[config.mk]
export PLATFORM = sky130hd
export DESIGN_NAME = ljic_mul
export DESIGN_NICKNAME = d
export VERILOG_FILES = /design/src/hdl/ljic_pkg.sv /design/src/hdl/ljic_mul.sv
export SDC_FILE = /design/constraint.sdc
export NUM_CORES = 2
export LEC_CHECK = 0
export BUFFER_PORTS_ARGS = -buffer_cell sky130_fd_sc_hd__buf_2
export CAP_MARGIN = 10
export CORE_MARGIN = 1
export CORE_UTILIZATION = 35
export CTS_CLUSTER_SIZE = 16
export DETAILED_ROUTE_END_ITERATION = 10
export MAX_ROUTING_LAYER = met4
export SKIP_LAST_GASP = 1
export SLEW_MARGIN = 10
export SYNTH_ARGS = -nofsm -noshare
export SYNTH_HDL_FRONTEND = slang
export SYNTH_SLANG_ARGS = --single-unit
[constraint.sdc]
create_clock -name clock -period 9.2 [get_ports clock]
set_input_delay 0.92 -clock clock [delete_from_list [all_inputs] [get_ports clock]]
set_output_delay 0.92 -clock clock [all_outputs]
set_load 0.02 [all_outputs]
[src/hdl/ljic_pkg.sv]
// shared types, constants and codes for the lennard-jones insertion check
package ljic_pkg;

   // storage depth of the particle position memory
   localparam int MAX_PARTICLES = 1024;
   localparam int IDX_W         = $clog2(MAX_PARTICLES);
   localparam int CNT_W         = 11;

   // widths of the fixed point quantities
   localparam int POS_W  = 24;
   localparam int REC_W  = 25;
   localparam int THR_W  = 32;
   localparam int EN_W   = 48;
   localparam int R2_W   = 51;
   localparam int INV2_W = 31;
   localparam int MUL_W  = 34;

   // configuration register indexes
   localparam logic [2:0] CSR_BOX_X   = 3'd0;
   localparam logic [2:0] CSR_BOX_Y   = 3'd1;
   localparam logic [2:0] CSR_BOX_Z   = 3'd2;
   localparam logic [2:0] CSR_RECIP_X = 3'd3;
   localparam logic [2:0] CSR_RECIP_Y = 3'd4;
   localparam logic [2:0] CSR_RECIP_Z = 3'd5;
   localparam logic [2:0] CSR_THRESH  = 3'd6;
   localparam logic [2:0] CSR_TARGET  = 3'd7;

   // result status codes
   localparam logic [1:0] ST_ACCEPT = 2'd0;
   localparam logic [1:0] ST_REJECT = 2'd1;
   localparam logic [1:0] ST_FULL   = 2'd2;

   typedef struct packed {
      logic [POS_W-1:0] trial_x;
      logic [POS_W-1:0] trial_y;
      logic [POS_W-1:0] trial_z;
   } req_type;

   typedef struct packed {
      logic [1:0]              status;
      logic [CNT_W-1:0]        placed_count;
      logic signed [EN_W-1:0]  trial_sum;
      logic signed [EN_W-1:0]  total_energy;
   } rsp_type;

   // divider control between sequencer and divider
   typedef struct packed {
      logic            start;
      logic [R2_W-1:0] divisor;
   } div_req_type;

   typedef struct packed {
      logic              done;
      logic [INV2_W-1:0] quotient;
   } div_rsp_type;

endpackage

[src/hdl/ljic_mul.sv]
// shared signed multiplier with registered product
module ljic_mul
   import ljic_pkg::*;
(
   input  logic                        clock,
   input  logic signed [MUL_W-1:0]     mul_a,
   input  logic signed [MUL_W-1:0]     mul_b,
   output logic signed [2*MUL_W-1:0]   mul_p
);

   logic signed [2*MUL_W-1:0] prod_ff;

   // one product per cycle, registered
   always_ff @(posedge clock) begin
      prod_ff <= mul_a * mul_b;
   end

   assign mul_p = prod_ff;

endmodule

==> reports/summary.md <==
Setup total negative slack on the finished layout was measured at 0 ps. TritonCTS created 9 clock buffers. The path class of the tightest hold or removal check is primary input to flip-flop.

For the initial antenna violation count, the log shows 15. The run gives 122000 um^2 as the placeable core area. Counting buffers and inverters, the worst setup path is 26 cells deep. The tools report the half-perimeter wire length after detailed placement as 98600 um. The final layout contains routed wiring with a total length of 115000 um.

In the global route stage, overall resource usage came out at 20.2%. The iteration count of the initial detailed-routing pass is 5. The I/O pin count came out at 137. Height of the die: 353 um. The buffer levels on the longest clock path came out at 2.

Counting flops and latches in the post-synthesis netlist gives 68. Setup repair after global routing left no endpoint under its margin. The count of placed standard cells in the final layout, fillers left out is 6215, and the number of levels the H-tree was split into is 3. The fraction of the yosys area taken by sequential cells came out at 3.16%. For this run, the leading register cell type out of synthesis is dfxtp_1.

Yosys printed 0 warnings. Using the TritonRoute via totals, the vias-per-cell ratio works out to 4.69. Cell with the largest stage delay on the worst path: buf_2. The beginning of the critical path was mul_b[11].

STA classifies the critical path endpoint as a flip-flop. For this block, the initial DRC count from the detailed router was 1523. The logs give 43000 um^2 for the post-synthesis instance area and 128 for the row count. The cell type with the largest total area after synthesis is fa_1. The area share of the largest cell type after synthesis is 57.7%. Once layout is done, the placed cells without fillers occupy 45900 um^2. For the pin with the worst max-slew slack, the measured transition is 1050 ps.

The number of hold buffers added after CTS was 0. Cell family with the largest share of critical-path delay: adder cells. The register with the most flip-flops in the layout has 68 of them. After clock tree synthesis, the setup repair step added 0 buffers. Once detail routing completed, the nets flagged for antenna violations numbered 0.

Most frequent cell on the critical path: fa_1. Clock slew seen by the registers of the worst setup and hold paths: 70 ps. The die covers 124000 um^2. For this run, design rule violations remaining after detail routing come to 0. The area growth from synthesis to layout is 6.78%.

The synthesized net count was 6068; the layout cell share with drive strength beyond 1 was 6.20%. Along the worst path, the maximum fanout reaches 28. The layout has 12.3k filler cells.

The logs give 68 for the TritonCTS sink count and 0.116 GHz for the highest clock frequency the design can meet. After layout, the worst setup slack is 581 ps. After global routing the overflow that remains totals 0. Once the floorplan was initialized, standard cells occupied 35.3% of the core. Ranked by total cell area, the synthesized netlist is headed by fa_1, inv_1, and2_1, ha_1, nand2_1. The worst path needs 8620 ps of the cycle, external delays included. The pin count of the biggest net entering global routing is 35, and the share of async-settable or async-resettable flops after synthesis is 0%.

For this run, the slowest stage of the critical path takes 710 ps. The number of hold-slack violations in the final timing report came out at 0. The placed cell area came out at 45600 um^2. The run finished with clean final reports. The die is 353 um wide. After layout, the worst path uses 93.7% of the clock period. Setup violations remaining at the end of the flow were counted as 0. The detailed router placed 29.2k vias in this run.

The buffers plus inverters on the worst setup path was 6. The worst setup path is launched from a primary input. The run gives 33.1k as the number of global-route vias before repair.

Max-cap violations in this run came to 0. At the worst endpoint, the arrival time is 8930 ps. In this run the tool buffered the top-level ports with 136 buffer cells. The run gives 0 as the count of instances resized after the clock tree is built.

Counting flops with a built-in enable in the synthesized netlist gives 0. Average cell area after synthesis: 9.45 um^2. At the placement stage, the worst setup path has a slack of 268 ps. Dividing the detail-routed wire length by the instance count gives 18.5 um. Routability-driven placement finished with a final weighted congestion of 0.932. Data on the critical path is required at its endpoint by 9510 ps.

The total count of max-transition violations in the final report is 0. Counting every instance in the synthesized netlist gives 4554. The worst setup path is of the primary input to flip-flop kind. The tools report the count of unique library cells instantiated by Yosys as 69. The first global-routing pass estimated 189000 um of wire. The cell sitting at the root of the clock tree is a clkbuf_16.

TritonCTS built the clock tree. The final layout contains 6087 nets. The run gives 29.8% as the tightest slew margin relative to the limit. For the count of placed standard cells including taps, the log shows 6187.

Following the worst setup path forward leads to its endpoint at mul_p[64].
## cell families after synthesis
logic type | synth area share (%)
AOI/OAI and AO/OA | 3.35
xor gates and xnor gates | 1.61
adders and majority gates | 63.7
buffers and inverters | 12.8
DFF | 3.16
and+or+nand+nor | 15.4
## worst min path at each step
stage               startpoint   endpoint  slack, ps  cells after the start
floorplan             mul_a[0]   mul_p[0]       1050                      1
global placement     mul_p[22]  mul_p[22]       1340                      1
detailed placement    mul_p[4]   mul_p[4]       1340                      1
CTS                   mul_b[0]   mul_p[0]       1020                      2
global route          mul_b[0]   mul_p[0]       1050                      2
finish                mul_b[0]   mul_p[0]       1040                      2
## stage by stage
stage | utilization, % | hold slack, ps
6_report | 37.7 | 1040
4_1_cts | 37.7 | 1020
3_5_place_dp | 37.4 | 1340
5_1_grt | 37.7 | 1050
2_1_floorplan | - | 1050
3_3_place_gp | 37.4 | 1340
## cell usage in the layout (no fill, tap or decap), types with 12 or more instances in the layout
cell type	count
fa_1	1241
xor2_1	23
a21oi_1	61
and2_1	621
a21o_1	37
nor2_1	54
xnor2_1	56
nand2_1	542
o21ai_0	31
dfxtp_1	68
nand2b_1	20
buf_2	136
inv_1	1231
o21bai_1	12
ha_1	204
diode_2	12
buf_4	99
## per-layer routing
metal / vias to the layer above / track usage (%) / wire length (um)
met5: - / - / 0
met4: 0 / 4.11 / 2110
met3: 117 / 2.96 / 6520
met2: 757 / 33.8 / 57800
met1: 15462 / 26.0 / 48300
li1: 12836 / - / -
## Yosys cell counts (5+ instances only)
cell type,number
nand4_1,11
xnor2_1,56
nor2b_1,9
inv_1,1231
clkbuf_1,214
a21o_1,37
nor3_1,5
ha_1,204
xor2_1,23
nand2b_1,20
nand2_1,542
a31oi_1,7
and3_1,5
o21bai_1,12
fa_1,1241
nor2_1,54
o21ai_1,7
dfxtp_1,68
and2_1,621
o21ai_0,31
a21oi_1,61
nand3_1,11
a211oi_1,6
## area by class of cell
class	count	area [um^2]	area share [%]
tap	1625	2030	4.43
inverter	1232	4620	10.1
clock buffer	10	239	0.520
timing repair buffer	236	1440	3.14
sequential	68	1360	2.96
multi-input combinational	3026	36100	78.7
antenna	12	30.0	0.0654
clock inverter	6	70.1	0.153
Power is left out: the tool's default activity adds up to more than one toggle a clock period on the data nets, which glitch-free logic cannot reach.
