==> src/hdl/ljic_pkg.sv <==
// shared types, constants and codes for the lennard-jones insertion check
package ljic_pkg;

   // storage depth of the particle position memory
   localparam int MAX_PARTICLES = 1024;
   localparam int IDX_W         = $clog2(MAX_PARTICLES);
   localparam int CNT_W         = 11;

   // widths of the fixed point quantities
   localparam int POS_W  = 24;
   localparam int REC_W  = 25;
   localparam int THR_W  = 32;
   localparam int EN_W   = 48;
   localparam int R2_W   = 51;
   localparam int INV2_W = 31;
   localparam int MUL_W  = 34;

   // configuration register indexes
   localparam logic [2:0] CSR_BOX_X   = 3'd0;
   localparam logic [2:0] CSR_BOX_Y   = 3'd1;
   localparam logic [2:0] CSR_BOX_Z   = 3'd2;
   localparam logic [2:0] CSR_RECIP_X = 3'd3;
   localparam logic [2:0] CSR_RECIP_Y = 3'd4;
   localparam logic [2:0] CSR_RECIP_Z = 3'd5;
   localparam logic [2:0] CSR_THRESH  = 3'd6;
   localparam logic [2:0] CSR_TARGET  = 3'd7;

   // result status codes
   localparam logic [1:0] ST_ACCEPT = 2'd0;
   localparam logic [1:0] ST_REJECT = 2'd1;
   localparam logic [1:0] ST_FULL   = 2'd2;

   typedef struct packed {
      logic [POS_W-1:0] trial_x;
      logic [POS_W-1:0] trial_y;
      logic [POS_W-1:0] trial_z;
   } req_type;

   typedef struct packed {
      logic [1:0]              status;
      logic [CNT_W-1:0]        placed_count;
      logic signed [EN_W-1:0]  trial_sum;
      logic signed [EN_W-1:0]  total_energy;
   } rsp_type;

   // divider control between sequencer and divider
   typedef struct packed {
      logic            start;
      logic [R2_W-1:0] divisor;
   } div_req_type;

   typedef struct packed {
      logic              done;
      logic [INV2_W-1:0] quotient;
   } div_rsp_type;

endpackage

==> src/hdl/ljic_div.sv <==
// bit-serial restoring divider computing 2^60 / r2 for r2 >= 2^30
module ljic_div
   import ljic_pkg::*;
(
   input  logic        clock,
   input  logic        reset,
   input  div_req_type div_req,
   output div_rsp_type div_rsp
);

   logic [R2_W-1:0]   rem_ff;
   logic [R2_W-1:0]   dvs_ff;
   logic [INV2_W-1:0] quo_ff;
   logic [4:0]        cnt_ff;
   logic              busy_ff;
   logic              done_ff;
   logic [R2_W:0]     trial_rem;
   logic              take;

   // shift in a zero dividend bit and try the subtract
   always_comb begin
      trial_rem = {rem_ff, 1'b0};
      take      = (trial_rem >= {1'b0, dvs_ff});
   end

   // upper dividend bits leave remainder 2^29, then 31 quotient bits follow
   always_ff @(posedge clock) begin
      if (reset) begin
         busy_ff <= 1'b0;
         done_ff <= 1'b0;
         cnt_ff  <= '0;
      end else begin
         done_ff <= 1'b0;
         if (div_req.start) begin
            busy_ff <= 1'b1;
            cnt_ff  <= 5'(INV2_W);
            rem_ff  <= R2_W'(1) << 29;
            dvs_ff  <= div_req.divisor;
            quo_ff  <= '0;
         end else if (busy_ff) begin
            if (take) begin
               rem_ff <= R2_W'(trial_rem - {1'b0, dvs_ff});
            end else begin
               rem_ff <= trial_rem[R2_W-1:0];
            end
            quo_ff <= {quo_ff[INV2_W-2:0], take};
            cnt_ff <= cnt_ff - 5'd1;
            if (cnt_ff == 5'd1) begin
               busy_ff <= 1'b0;
               done_ff <= 1'b1;
            end
         end
      end
   end

   assign div_rsp.done     = done_ff;
   assign div_rsp.quotient = quo_ff;

endmodule

==> config.mk <==
export PLATFORM = sky130hd
export DESIGN_NAME = ljic_div
export DESIGN_NICKNAME = d
export VERILOG_FILES = /design/src/hdl/ljic_pkg.sv /design/src/hdl/ljic_div.sv
export SDC_FILE = /design/constraint.sdc
export NUM_CORES = 1
export LEC_CHECK = 0
export BUFFER_PORTS_ARGS = -buffer_cell sky130_fd_sc_hd__buf_2
export CORE_UTILIZATION = 55
export DETAILED_ROUTE_END_ITERATION = 12
export MAX_ROUTING_LAYER = met4
export PLACE_DENSITY = 0.75
export SYNTH_ARGS = -nofsm -noshare
export SYNTH_HDL_FRONTEND = slang
export SYNTH_SLANG_ARGS = --single-unit
==> constraint.sdc <==
create_clock -name clock -period 13.7 [get_ports clock]
set_input_delay 0.685 -clock clock [delete_from_list [all_inputs] [get_ports clock]]
set_output_delay 0.685 -clock clock [all_outputs]
set_load 0.02 [all_outputs]
==> flow_summary.json <==
{
  "cp-end-kind": "register",
  "die_w_um": 125.9,
  "cts-buffers-inserted": 17,
  "drtPass1Iterations": 5,
  "cp_max_fo": 35,
  "cts_hold_buf": 0,
  "rsz0062_at_grt": "false",
  "r2r_setup_slack_ns": 9.91,
  "synth_top_area_cell": "edfxtp_1",
  "cts_resized": 0,
  "r2r_start": "rem_ff[0]$_SDFFCE_PP0P_",
  "gp_congestion": 0.9215,
  "synth_compound_area_share_pct": 15.24,
  "synth_edf_count": 133,
  "p_per_area_mw_per_mm2": 140.8,
  "yosys-top-cells-area": "edfxtp_1 47%, ha_1 7.9%, mux2i_1 4.4%, nor2_1 3.8%, xnor2_1 3.7%",
  "insertion_delay_ns": 0.43,
  "grt_pass1_wl_um": 29620,
  "finalWirelength_um": 17630,
  "post_cts_buffers": 0,
  "crit_arrival_ns": 3.97,
  "track_usage_pct": 24.31,
  "clk_pin_slew_ns": 0.07,
  "synth_area_mm2": 0.008447,
  "worst-path-buf-inv": 1,
  "hold_end": "dvs_ff[3]$_DFFE_PP_",
  "async_flop_share_pct": 0,
  "viasPerCell": 5.736,
  "dpl_worst_slack_ns": 9.904,
  "core_area_mm2": 0.01475,
  "crit_required_ns": 13.89,
  "critical_path_class": "register to register",
  "synth_seq_cells": 140,
  "ioPinCount": 86,
  "reg2reg_depth": 12,
  "drive_gt1_share_pct": 15.34,
  "grt_start_max_net_pins": 79,
  "yosys.area_share.simple_pct": 12.34,
  "drt_iter0_drc": 552,
  "dp_hpwl_um": 12250,
  "rows": 44,
  "yosysWarnings": 0,
  "placed_area_mm2": 0.008967,
  "synthXorXnorAreaFrac_pct": 5.392,
  "critical-path-max-stage-delay_ns": 0.55,
  "antenna_found_initial": 0,
  "die_h_um": 125.9,
  "min_path_cells": 1,
  "muxShareOfSynthArea_pct": 4.385,
  "clockBufferDepth": 2,
  "fin_ws_ns": 9.914,
  "placed_cells": 1045,
  "ir_drop_v": 0.00009175,
  "tightest_slew_ns": 0.8617,
  "synth_top_area_share_pct": 47.28,
  "fin_nets": 988,
  "fin_worst_skew_ns": 0.01198,
  "grt-ovfl-total": 0,
  "max_slew_margin_pct": 42.42,
  "finalNonFillerCells": 1077,
  "status": "complete, no violations",
  "critPathSlowestCell": "buf_4",
  "leakagePower_uw": 0.004035,
  "initial_utilization_pct": 57.25,
  "worstSetupStartpointType": "register",
  "drc": 0,
  "ctsRootBufferMaster": "clkbuf_16",
  "htree_num_levels": 4,
  "slew_violations": 0,
  "clock.fmax_mhz": 264.1,
  "dieArea_mm2": 0.01586,
  "area_growth_pct": 12.71,
  "synth_seq_area_share_pct": 48.94,
  "fin_setup_tns_ns": 0,
  "vias": 6178,
  "setup_violations": 0,
  "ys.flop_type": "edfxtp_1",
  "synthAdderAreaFrac_pct": 8.088,
  "min_path_type": "input pin to register",
  "syn_nets": 918,
  "min_period_ns": 3.786,
  "layout_commonest_cell": "edfxtp_1",
  "wl_per_cell_um": 16.37,
  "synth_top_family_by_area": "compound AO/OA/AOI/OAI gates",
  "cts_tree": "done",
  "r2r-end": "rem_ff[29]$_SDFFCE_PP1P_",
  "numPortBuffers": 85,
  "n_antenna_cell": 0,
  "hold_viol": 0,
  "cp_cell_sequence": "fa_1 > a21o_2 > a311oi_1 > o21a_1 > or4_1 > and3_4 > o21ai_4 > o221ai_1 > o21a_2 > buf_4 > nor2_1 > a211o_1",
  "drtAntennaViolNets": 0,
  "cp_top_family": "compound AO/OA/AOI/OAI gates",
  "layout_common_cells": "133 x edfxtp_1, 85 x buf_2, 84 x nor2_1",
  "synthCells": 810,
  "fill_cells": 1174,
  "final_area_mm2": 0.009520,
  "hp-start": "div_req[3]",
  "grt_pass1_vias": 6187,
  "cts_sinks": 140,
  "cap_violations": 0,
  "syn-mean-instance-area_um2": 10.43,
  "p_total_uw": 1341,
  "finalCritPeriodShare_pct": 27.64,
  "synth_cell_types": 62
}
-- cell type report --
| class | instances | area [µm²] | area share (%) |
|---|---|---|---|
| timing repair buffer | 89 | 455.4 | 4.784 |
| multi-input combinational | 554 | 3855 | 40.49 |
| clock buffer | 17 | 425.4 | 4.468 |
| sequential | 140 | 4134 | 43.42 |
| inverter | 78 | 292.8 | 3.075 |
| clock inverter | 15 | 127.6 | 1.341 |
| tap | 184 | 230.2 | 2.418 |
-- cell usage after synthesis, types with 16 or more instances --
library cell    n
a21o_1         23
a21oi_1        57
clkbuf_1       24
edfxtp_1      133
ha_1           53
inv_1          77
mux2i_1        37
nand2_1        44
nor2_1         85
nor2b_1        34
o21ai_0        30
xnor2_1        36
xor2_1         16
-- where the power goes --
group	leakage, µW	switching, µW	internal, µW
logic	0.00243	217	151
clock network	0.000262	200	238
registers	0.00134	18.0	517
total	0.00403	435	905
-- stage by stage --
step,hold slack (ns),utilization [%]
after global placement,0.5416,60.78
final,0.4240,64.53
after floorplan,0.5374,-
after detailed placement,0.5483,60.78
after CTS,0.4101,64.53
after global routing,0.4098,64.53
-- routing by layer --
| layer | up-vias | share of wire [%] | GRT usage, % |
|---|---|---|---|
| met1 | 2918 | 45 | 30.80 |
| met5 | - | 0 | - |
| li1 | 3035 | - | - |
| met4 | 0 | 1.2 | 7.583 |
| met3 | 21 | 6.0 | 5.098 |
| met2 | 204 | 48 | 39.16 |
-- registers in the layout (all words and copies together) (netlist names) --
signal and flops:
done_ff 1, rem_ff 51, dvs_ff 51, busy_ff 1, quo_ff 31, cnt_ff 5
-- worst max path at each step --
stage                                           to  depth (start not counted)  slack [ns]                     from
after floorplan            quo_ff[0]$_SDFFCE_PP0P_                          3        8.72              div_req[51]
after global placement    rem_ff[38]$_SDFFCE_PP0P_                         11       10.03  rem_ff[0]$_SDFFCE_PP0P_
after detailed placement  rem_ff[29]$_SDFFCE_PP1P_                         12        9.90  rem_ff[0]$_SDFFCE_PP0P_
after CTS                 rem_ff[38]$_SDFFCE_PP0P_                         11        9.88  rem_ff[0]$_SDFFCE_PP0P_
after global routing      rem_ff[29]$_SDFFCE_PP1P_                         12        9.72  rem_ff[0]$_SDFFCE_PP0P_
final                     rem_ff[29]$_SDFFCE_PP1P_                         12        9.91  rem_ff[0]$_SDFFCE_PP0P_
-- cell families after synthesis --
group                      count (synthesis)
AOI/OAI and AO/OA                        193
xor gates and xnor gates                  52
adders and majority gates                 54
buffers and inverters                    116
DFF                                      140
muxes                                     37
and+or+nand+nor                          218
No activity file was read; power rests on OpenSTA's default activity.
